### config.mk
export PLATFORM = sky130hd
export DESIGN_NAME = hbd_queue
export DESIGN_NICKNAME = d
export VERILOG_FILES = /design/src/rtl/hbd_pkg.sv /design/src/rtl/hbd_queue.sv
export SDC_FILE = /design/constraint.sdc
export NUM_CORES = 1
export LEC_CHECK = 0
export ABC_AREA = 1
export BUFFER_PORTS_ARGS = -buffer_cell sky130_fd_sc_hd__buf_2
export CAP_MARGIN = 25
export CORE_ASPECT_RATIO = 0.75
export CORE_MARGIN = 4
export CORE_UTILIZATION = 30
export CTS_CLUSTER_SIZE = 24
export DETAILED_ROUTE_END_ITERATION = 8
export GPL_TIMING_DRIVEN = 0
export PLACE_DENSITY_LB_ADDON = 0.12
export SLEW_MARGIN = 30
export SYNTH_ARGS = -nofsm -noshare
export SYNTH_HDL_FRONTEND = slang
export SYNTH_SLANG_ARGS = --single-unit
### constraint.sdc
create_clock -name clock -period 3.8 [get_ports clock]
set_input_delay 1.14 -clock clock [delete_from_list [all_inputs] [get_ports clock]]
set_output_delay 1.14 -clock clock [all_outputs]
set_load 0.02 [all_outputs]
### src/rtl/hbd_pkg.sv
// package for the half-band decimator with level follower
// shared constants, register indexes and the queue status type; no dependencies
package hbd_pkg;

   localparam int DEF_TAPS        = 19;
   localparam int DEF_SAMPLE_BITS = 16;

   localparam int FIELD_BITS = 16;
   localparam int WEIGHT_BITS = 18;
   localparam int RATE_BITS   = 16;
   localparam int OUT_BITS    = 18;
   localparam int LEVEL_BITS  = 32;
   localparam int MAX_PAIRS   = 5;
   localparam int FRAC_SHIFT  = 17;

   localparam int CSR_IDX_BITS  = 3;
   localparam int CSR_DATA_BITS = 18;

   // register indexes
   localparam logic [CSR_IDX_BITS-1:0] REG_CENTER  = 3'd5;
   localparam logic [CSR_IDX_BITS-1:0] REG_ATTACK  = 3'd6;
   localparam logic [CSR_IDX_BITS-1:0] REG_RELEASE = 3'd7;

   localparam logic signed [WEIGHT_BITS-1:0] CENTER_RESET  = 18'sd65536;
   localparam logic [RATE_BITS-1:0]          ATTACK_RESET  = 16'd655;
   localparam logic [RATE_BITS-1:0]          RELEASE_RESET = 16'd7;

   typedef struct packed {
      logic full;
      logic empty;
   } qstat_type;

endpackage

### src/rtl/hbd_queue.sv
// two-entry queue between front and back end
// depends on hbd_pkg
module hbd_queue import hbd_pkg::*; #(
   parameter int WIDTH = 2*DEF_SAMPLE_BITS+1
) (
   input  logic             clock,
   input  logic             reset,
   input  logic             push,
   input  logic [WIDTH-1:0] wdata,
   input  logic             pop,
   output logic [WIDTH-1:0] rdata,
   output qstat_type        stat
);

   logic [WIDTH-1:0] mem_ff [2];
   logic       wr_ff, wr_in, rd_ff, rd_in;
   logic [1:0] cnt_ff, cnt_in;

   assign stat.full  = (cnt_ff == 2'd2);
   assign stat.empty = (cnt_ff == 2'd0);
   assign rdata      = mem_ff[rd_ff];

   assign wr_in  = push ? !wr_ff : wr_ff;
   assign rd_in  = pop ? !rd_ff : rd_ff;
   assign cnt_in = cnt_ff + {1'b0, push} - {1'b0, pop};

   // storage
   always_ff @(posedge clock) begin
      if (push) begin
         mem_ff[wr_ff] <= wdata;
      end
   end

   // pointers
   always_ff @(posedge clock) begin
      if (reset) begin
         wr_ff  <= 1'b0;
         rd_ff  <= 1'b0;
         cnt_ff <= 2'd0;
      end else begin
         wr_ff  <= wr_in;
         rd_ff  <= rd_in;
         cnt_ff <= cnt_in;
      end
   end

endmodule

* Word level (Yosys, flattened, before mapping)
Memory sizes are Yosys's and may differ from the RTL's. A register that Yosys moved wholly into a read port is not among the register bits.
Index checks and enable logic that the tools add are counted.
** Storage, ports and cells
- Bits in registers :: 4
- RAM bits :: 66
- Input port bits :: 37
- Output and inout bits :: 35
- Logic and storage cells :: 14
- Memories kept :: 1
** Memories
- mem_ff :: depth 2, width 33, read ports 1, clocked after Yosys merged registers in 1, write ports 1, RTL line hbd_queue.sv:15 : logic [WIDTH-1:0] mem_ff [2];
** Cells by class
- Add/subtract/negate cells :: 2
- Eq/ne operators :: 1
- Multiplexer cells :: 4
- Reduce and logical (&&, ||, !) cells :: 3
** Operators with widths (count)
- $mux W1 :: 4
- $add A2 B1 Y2 :: 1
- $eq A2 B2 Y1 const B :: 1
- $logic_not A1 Y1 :: 2
- $logic_not A2 Y1 :: 1
- $sub A2 B1 Y2 :: 1

* Depth between registers and ports, before layout
- Word-level depth :: 3
- Mapped depth :: 7
- Mapped depth without buffers :: 7

* Worst setup path after synthesis
OpenSTA, ideal clock, no wires.
- Path type :: in2reg
- Start point :: in push
- End point :: mem mem_ff[0][0] (netlist bit), enable pin
- Setup time :: 424 ps
- Arrival :: 2571 ps
- Required time :: 3376 ps
- Setup slack :: 805 ps
- Cell stages on the path :: 2
- Cell sequence :: inv_1 > nor2_1
** On the way
- Cells in the longest elaborated chain, start to end :: 2
** RTL lines
- start: declaration :: RTL line hbd_queue.sv:8 : input logic push,
- $mux W1 :: RTL line hbd_queue.sv:29 : if (push) begin
- $mux W1 (implied by the code) :: RTL line hbd_queue.sv:30 : mem_ff[wr_ff] <= wdata;
- end: declaration :: RTL line hbd_queue.sv:15
Every way passes these cells.

==> results.sh <==
export IMPL_status="finished clean"
export IMPL_holdPathStages=2
export IMPL_fin_hold_ws_ps=517
export IMPL_drive_above_1_share=0.559
export IMPL_rsz0062_at_grt="false"
export IMPL_cts_made_buffers=9
export IMPL_post_cts_setup_buffer_count=0
export IMPL_fmax_ghz=0.389
export IMPL_skew_ps=4.57
export IMPL_cp_start_kind="register"
export IMPL_crit_path_end_kind="primary output"
export IMPL_cts_root_buffer_cell="clkbuf_16"
export IMPL_syn_avg_cell_area_um2=20.6
export IMPL_p_per_area_nw_per_um2=546
export IMPL_cp_arrival_ps=1430
export IMPL_utilization=0.399
export IMPL_ant_nets=0
export IMPL_final_common_cell="buf_2"
export IMPL_syn_num_nets=173
export IMPL_vias=1367
export IMPL_fin_nets=257
export IMPL_grt_max_degree=20
export IMPL_port_buffers=71
export IMPL_wl_per_cell_um=14.5
export IMPL_timing_final_hold_violations=0
export IMPL_core_region_area_um2=9010
export IMPL_die_height_um=91.1
export IMPL_die_w_um=119
export IMPL_path_class="register to primary output"
export IMPL_crit_required_ps=2660
export IMPL_cts_htree_levels=3
export IMPL_track_usage=0.0956
export IMPL_drt_wl_total_mm=4.83
export IMPL_final_cell_mix="buf_2 (71), edfxtp_1 (66), mux2_4 (30)"
export IMPL_hold_start="rd_ff"
export IMPL_cts_tree="built"
export IMPL_timing_rr_end="mem_ff[0][29]"
export IMPL_netlist_area_um2=2760
export IMPL_r2r_start="wr_ff"
export IMPL_nFillCells=856
export IMPL_rows=30
export IMPL_drcViolationCount=0
export IMPL_drtIter0Drc=38
export IMPL_antenna_found_initial=0
export IMPL_crit_fanout=10
export IMPL_cts_sinks=71
export IMPL_finalSetupViolCount=0
export IMPL_maxCapViolations=0
export IMPL_rrSetupSlack_ps=2460
export IMPL_peakVddDrop_mv=0.209
export IMPL_drv_slew=0
export IMPL_hold_class="register to register"
export IMPL_antennaDiodeCount=0
export IMPL_layout_min_cycle_time_ps=2570
export IMPL_leakage_nw=1.45
export IMPL_ys_types=14
export IMPL_grt_pass1_wl_mm=7.78
export IMPL_gp_congestion=0.625
export IMPL_dr_pass1_iters=4
export IMPL_slew_headroom=0.639
export IMPL_ys_ff_latch=71
export IMPL_ctsResizeCount=0
export IMPL_rr_worst_depth=2
export IMPL_synth_cells=134
export IMPL_path_clk_slew_ps=50
export IMPL_die_area_um2=10800
export IMPL_yosysSeqAreaShare=0.754
export IMPL_start_util=0.307
export IMPL_area_growth_pct=30.3
export IMPL_clockBufferDepth=2
export IMPL_tightest_slew_ps=540
export IMPL_hpwl_mm=3.38
export IMPL_ys_warnings_count=0
export IMPL_grt_pass1_vias=1467
export IMPL_grt_overflow_total=0
export IMPL_cts_hold_fix_buffers=0
export IMPL_design_portCount=72
export IMPL_viasPerCell=4.09
export IMPL_clkLatencyLatePin_ps=320
export IMPL_fin_crit_sh=0.676
==> registers in the layout (all words and copies together) (netlist names), named ones only <==
register,count
wr_ff,1
cnt_ff,2
mem_ff,66
rd_ff,1
==> routing by layer <==
layer / track usage / vias up / share of wire
met1: 0.124 / 654 / 0.49
li1: - / 669 / -
met5: 0 / - / 0
met4: 0.0347 / 0 / 0.011
met3: 0.0467 / 4 / 0.050
met2: 0.139 / 40 / 0.45
==> worst max-delay path: stages, from the launching register on <==
cell     delay (ps)
dfxtp_1         320
buf_6           150
buf_12          150
mux2_4          320
buf_2           160
==> metrics by stage <==
step	total power, mW	instances	area [µm²]	setup TNS, ps	worst slack (ps)
3_3_place_gp	1.20	317	3260	-11600	-354
2_1_floorplan	1.11	134	2760	0	805
6_report	1.96	334	3600	0	1230
3_5_place_dp	1.21	319	3320	0	1460
4_1_cts	2.00	334	3600	0	1200
5_1_grt	2.06	334	3600	0	1170
==> synth_stat cells (all sizes together) <==
master  count  area, µm²
inv         8       30.0
mux2       33        484
nor2        8       30.0
nand2       4       15.0
nor3        1       5.00
xnor2       1       8.76
buf         4       71.3
a21oi       1       5.00
nand3       1       5.00
dfxtp       5        100
ha          2       25.0
edfxtp     66       1980
==> report_power, final <==
group          total (mW)  leakage [nW]  internal (mW)  switching (mW)
Combinational       0.266         0.658          0.126           0.140
Sequential          0.916         0.661          0.904          0.0121
Clock               0.782         0.133          0.498           0.283
==> cell families after synthesis <==
group           synth area share
fa+ha+maj                0.00906
mux                        0.175
simple gates              0.0199
xor+xnor                 0.00317
buf+inv                   0.0367
flops                      0.754
compound gates           0.00181
==> worst max-delay path by stage <==
stage | from | to | cells after the start
after global placement | push | mem_ff[0][23] | 3
after CTS | register | rdata[21] | 4
after floorplan | push | mem_ff[0][0] | 2
after detailed placement | push | mem_ff[0][23] | 4
final | register | rdata[21] | 4
after global routing | register | rdata[21] | 4
==> layout make-up <==
cell class              instances  area [µm²]  area share
well taps                     112         140      0.0389
repair buffers                 73         410       0.114
clock buffers                  10         229      0.0636
plain buffers                   4        71.3      0.0198
inverters                       8        30.0     0.00834
multi-input cells              51         586       0.163
clock inverters                 5        50.0      0.0139
flip-flops and latches         71        2080       0.579
No activity file was read; power rests on OpenSTA's default activity.
